### config.mk
export PLATFORM = sky130hd
export DESIGN_NAME = pte_divider
export DESIGN_NICKNAME = d
export VERILOG_FILES = /design/src/pte_pkg.sv /design/src/pte_divider.sv
export SDC_FILE = /design/constraint.sdc
export NUM_CORES = 1
export LEC_CHECK = 0
export BUFFER_PORTS_ARGS = -buffer_cell sky130_fd_sc_hd__buf_2
export CORE_MARGIN = 5
export CORE_UTILIZATION = 55
export DETAILED_ROUTE_END_ITERATION = 6
export HOLD_SLACK_MARGIN = 0.1
export PLACE_DENSITY = 0.89
export SLEW_MARGIN = 25
export SYNTH_ARGS = -nofsm -noshare
export SYNTH_HDL_FRONTEND = slang
export SYNTH_SLANG_ARGS = --single-unit
export TNS_END_PERCENT = 10
### constraint.sdc
create_clock -name clk -period 6 [get_ports clk]
set_input_delay 0.6 -clock clk [delete_from_list [all_inputs] [get_ports clk]]
set_output_delay 0.6 -clock clk [all_outputs]
set_load 0.1 [all_outputs]
### src/pte_pkg.sv
`timescale 1ns / 1ps

package pte_pkg;

    localparam int DATA_W    = 32;
    localparam int FUNC_W    = 3;
    localparam int CFG_IDX_W = 1;

    // History depth is kept a power of two so the slot is the low bits of the report count
    localparam int HIST_AW    = 2;
    localparam int HIST_DEPTH = 1 << HIST_AW;

    // Sum of the history plus the doubled entry
    localparam int SUM_W = DATA_W + $clog2(HIST_DEPTH + 1);
    localparam logic [DATA_W-1:0] AVG_DIV = DATA_W'(HIST_DEPTH + 1);

    // Divide the sum n = hi * 2^32 + lo by the weight of five as
    // (hi + carry of hi + lo) * (2^32 - 1) / 5 plus a reciprocal multiply of
    // the low word of hi + lo; holds since 2^32 leaves a remainder of one by five
    localparam int AVG_SHIFT = DATA_W + 2;
    localparam logic [DATA_W-1:0] AVG_RECIP =
        DATA_W'(((64'd1 << AVG_SHIFT) + 64'(AVG_DIV) - 64'd1) / 64'(AVG_DIV));
    localparam logic [DATA_W-1:0] AVG_WRAP_Q =
        DATA_W'(((64'd1 << DATA_W) - 64'd1) / 64'(AVG_DIV));

    localparam int PROD_W    = 2 * DATA_W;
    localparam int DIV_CNT_W = $clog2(PROD_W + 1);

    localparam logic [CFG_IDX_W-1:0] REG_ORIG_EST    = CFG_IDX_W'(0);
    localparam logic [CFG_IDX_W-1:0] REG_TOTAL_STEPS = CFG_IDX_W'(1);

    typedef enum logic [FUNC_W-1:0] {
        FUNC_INIT     = 3'd0,
        FUNC_START    = 3'd1,
        FUNC_PROGRESS = 3'd2,
        FUNC_END      = 3'd3,
        FUNC_TIME     = 3'd4
    } func_t;

    typedef struct packed {
        logic                 start;
        logic [DIV_CNT_W-1:0] steps;
    } div_req_t;

endpackage

### src/pte_divider.sv
`timescale 1ns / 1ps

module pte_divider (
    input  logic                          clk,
    input  logic                          rst_n,
    input  pte_pkg::div_req_t             req,
    input  logic [pte_pkg::PROD_W-1:0]    dividend,
    input  logic [pte_pkg::DATA_W-1:0]    divisor,
    output logic                          done,
    output logic [pte_pkg::PROD_W-1:0]    quot
);
    import pte_pkg::*;

    logic [DATA_W-1:0]    rem_reg;
    logic [PROD_W-1:0]    q_reg;
    logic [DATA_W-1:0]    dvs_reg;
    logic [DIV_CNT_W-1:0] cnt_reg;
    logic                 busy_reg;
    logic                 done_reg;

    logic [DATA_W:0]      shifted;
    logic                 fits;
    logic [DATA_W-1:0]    rem_next;
    logic [PROD_W-1:0]    q_next;

    // One quotient bit per cycle, dividend bits shifted in from the top of q_reg
    always_comb
    begin
        shifted  = {rem_reg, q_reg[PROD_W-1]};
        fits     = (shifted >= {1'b0, dvs_reg});
        rem_next = fits ? DATA_W'(shifted - {1'b0, dvs_reg}) : shifted[DATA_W-1:0];
        q_next   = {q_reg[PROD_W-2:0], fits};
    end

    always_ff @(posedge clk or negedge rst_n)
    begin
        if (!rst_n)
        begin
            cnt_reg  <= '0;
            busy_reg <= 1'b0;
            done_reg <= 1'b0;
        end
        else if (req.start)
        begin
            cnt_reg  <= req.steps;
            busy_reg <= 1'b1;
            done_reg <= 1'b0;
        end
        else if (busy_reg)
        begin
            cnt_reg <= cnt_reg - DIV_CNT_W'(1);
            if (cnt_reg == DIV_CNT_W'(1))
            begin
                busy_reg <= 1'b0;
                done_reg <= 1'b1;
            end
        end
        else
        begin
            done_reg <= 1'b0;
        end
    end

    always_ff @(posedge clk)
    begin
        if (req.start)
        begin
            rem_reg <= '0;
            q_reg   <= dividend;
            dvs_reg <= divisor;
        end
        else if (busy_reg)
        begin
            rem_reg <= rem_next;
            q_reg   <= q_next;
        end
    end

    assign done = done_reg;
    assign quot = q_reg;

endmodule

==> flow_metrics.py <==
metrics = {
    "grt": {
        "grt_max_degree": 77,
        "grt.total_usage_pct": 23.8,
        "antenna_found_initial": 1,
        "grt_pass1_vias": 5997,
        "grt_pass1_wl_um": 30400,
        "gr-total-overflow": 0,
    },
    "critical_path": {
        "critPathLaunchType": "register",
        "worstPathMaxFanout": 24,
        "setup.worst_path.end_class": "register",
        "cp.required_ps": 6300,
        "crit_type": "register to register",
        "cp_data_arrival_time_ps": 4190,
    },
    "clock_tree": {
        "path_clk_slew_ps": 60,
        "cts-resized-gates": 0,
        "cts_sinks": 137,
        "post_cts_buffers": 0,
        "cts-root-buf": "clkbuf_16",
        "holdBufCountCts": 1,
        "cts_buffers": 17,
        "htree_levels": 4,
        "cts_tree": "built",
        "insertion_delay_ps": 430,
        "clockBufferDepth": 2,
    },
    "route": {
        "vias_per_cell": 5.83,
        "drc_errors": 0,
        "wl_per_cell_um": 18.4,
        "drt.antenna.violating_nets": 0,
        "routed_wl_um": 19000,
        "first_pass_iters": 7,
        "via_count": 6031,
        "drt-initial-drc-count": 473,
    },
    "floorplan": {
        "die_area_mm2": 0.0160,
        "io_pins": 171,
        "start_util_pct": 56.2,
        "die_w_um": 127,
        "core-area_mm2": 0.0133,
        "die_y_um": 127,
        "rows": 42,
    },
    "yosys": {
        "netlist_instances": 685,
        "synth-edff-count": 96,
        "synth_area_mm2": 0.00747,
        "ys_ff_latch": 137,
        "yosysTopAreaCell": "edfxtp_1",
        "netlist_top_cells_area": "edfxtp_1 (39%), mux2_2 (9.5%), dfxtp_1 (8.6%)",
        "synthFlopType": "edfxtp_1",
        "avgSynthCellArea_um2": 10.9,
        "synth_top_area_share_pct": 38.6,
        "async_reset_ff_share_pct": 6.57,
        "netlist-cell-type-count": 64,
        "seq_area_frac_synth_pct": 50.2,
        "syn_nets": 826,
        "yosys_warnings": 0,
    },
    "timing": {
        "worstMarginPinSlew_ps": 955,
        "slew_headroom_pct": 36.3,
        "tns_ps": 0,
        "rsz0062_at_grt": "no",
        "skew_ps": 11.5,
        "period_share_pct": 64.8,
        "drv_slew": 0,
        "min_period_ps": 3890,
        "fmax_ghz": 0.257,
        "whs_ps": 345,
        "finalSetupViolations": 0,
        "hold_viol": 0,
    },
    "cells_and_area": {
        "stdcell_area_mm2": 0.00906,
        "largest_register_ffs": 64,
        "fin_nets": 987,
        "drive_above_1_share_pct": 32.6,
        "antenna_cells": 0,
        "stdcell_count": 1035,
        "area_delta_synth_final_pct": 21.3,
    },
    "placement": {
        "hpwlAfterDp_um": 13400,
        "routabilityCongestion": 0.929,
        "placed_area_mm2": 0.00843,
        "post-place-cells": 1002,
        "io_buffers": 170,
    },
    "worst_hold_path": {
        "hold_class": "input pin to register",
    },
    "power": {
        "ir_drop_mv": 0.311,
        "power_leakage_nw": 3.97,
        "p_per_area_mw_per_mm2": 331,
    },
    "outcome": {
        "status": "completed",
    },
    "flow_run": {
        "maxCapViolCount": 0,
    },
}
[placed cells by master, fill, tap and decap left out, types with 19 or more instances in the layout]
cell type,count
a21oi_1,33
o21ai_0,43
dfxtp_1,32
xnor2_1,19
mux2_2,63
edfxtp_1,96
nor2_1,46
ha_1,34
buf_2,169
nand2_1,59
inv_1,44
[cells in the mapped netlist, drive strengths merged (10+ instances only)]
library cell	n
a21o	14
edfxtp	96
mux2	63
nand4	17
xor2	10
nand3	17
a21oi	34
nor2	48
inv	45
nand2	59
o21ai	44
xnor2	19
dfxtp	32
ha	34
clkbuf	26
o211ai	14
[final timing paths]
kind | startpoint | to | slack [ps] | cells after the start
max | dvs_reg[1]$_DFFE_PP_ | rem_reg[3]$_SDFFE_PP0P_ | 2110 | 11
min | divisor[27] | dvs_reg[27]$_DFFE_PP_ | 340 | 1
max reg2reg | dvs_reg[1]$_DFFE_PP_ | rem_reg[3]$_SDFFE_PP0P_ | 2110 | 11
min reg2reg | rem_reg[31]$_SDFFE_PP0P_ | rem_reg[31]$_SDFFE_PP0P_ | 480 | 2
max in group asynchronous | rst_n | cnt_reg[0]$_DFFE_PN0P_ | 5270 | 2
min in group asynchronous | rst_n | done$_DFFE_PN0P_ | 560 | 2
[kinds of logic (layout without fill, tap and decap cells)]
group / Yosys count / after routing / share of synthesized area, %
compound gates: 166 / 166 / 15.4
xor+xnor: 29 / 29 / 3.40
fa+ha+maj: 35 / 35 / 5.96
buf+inv: 79 / 253 / 4.22
flops: 137 / 137 / 50.2
mux: 65 / 65 / 9.77
simple gates: 174 / 174 / 11.1
[critical path: stages (launching register included)]
cell and delay [ps]:
edfxtp_1 370, inv_1 50, ha_1 300, nor2b_4 160, o31a_1 160, o41a_1 310
a21oi_4 130, o31ai_4 370, a21o_1 290, or3_1 750, nand2_1 390, o311ai_0 460
[cell type report]
cell class,instances,area (µm²)
Fill cell,989,4240
Sequential cell,137,3750
Multi-Input combinational cell,469,3410
Timing Repair Buffer,176,901
Clock buffer,17,425
Tap cell,176,220
Clock inverter,15,186
Inverter,45,169
[routing by layer]
metal  routed length [µm]  global-route usage [%]  vias up
met3                 2000                    10.1       33
met2                 9360                    39.8      288
met1                 7270                    28.1     2839
li1                     -                       -     2869
met5                    7                       0        -
met4                  368                    6.94        2
[where the power goes]
part	switching, mW	internal, mW
logic	0.567	0.179
clock network	0.431	0.662
registers	0.0477	1.11
total	1.05	1.95
[metrics by stage]
stage	setup WS, ps	util, %	power (mW)
floorplan	2550	-	1.76
global placement	2380	63.4	1.90
detailed placement	2260	63.4	1.91
CTS	2220	68.1	3.01
global route	1850	68.1	3.11
finish	2110	68.1	3.00
(Power assumes the default switching activity.)
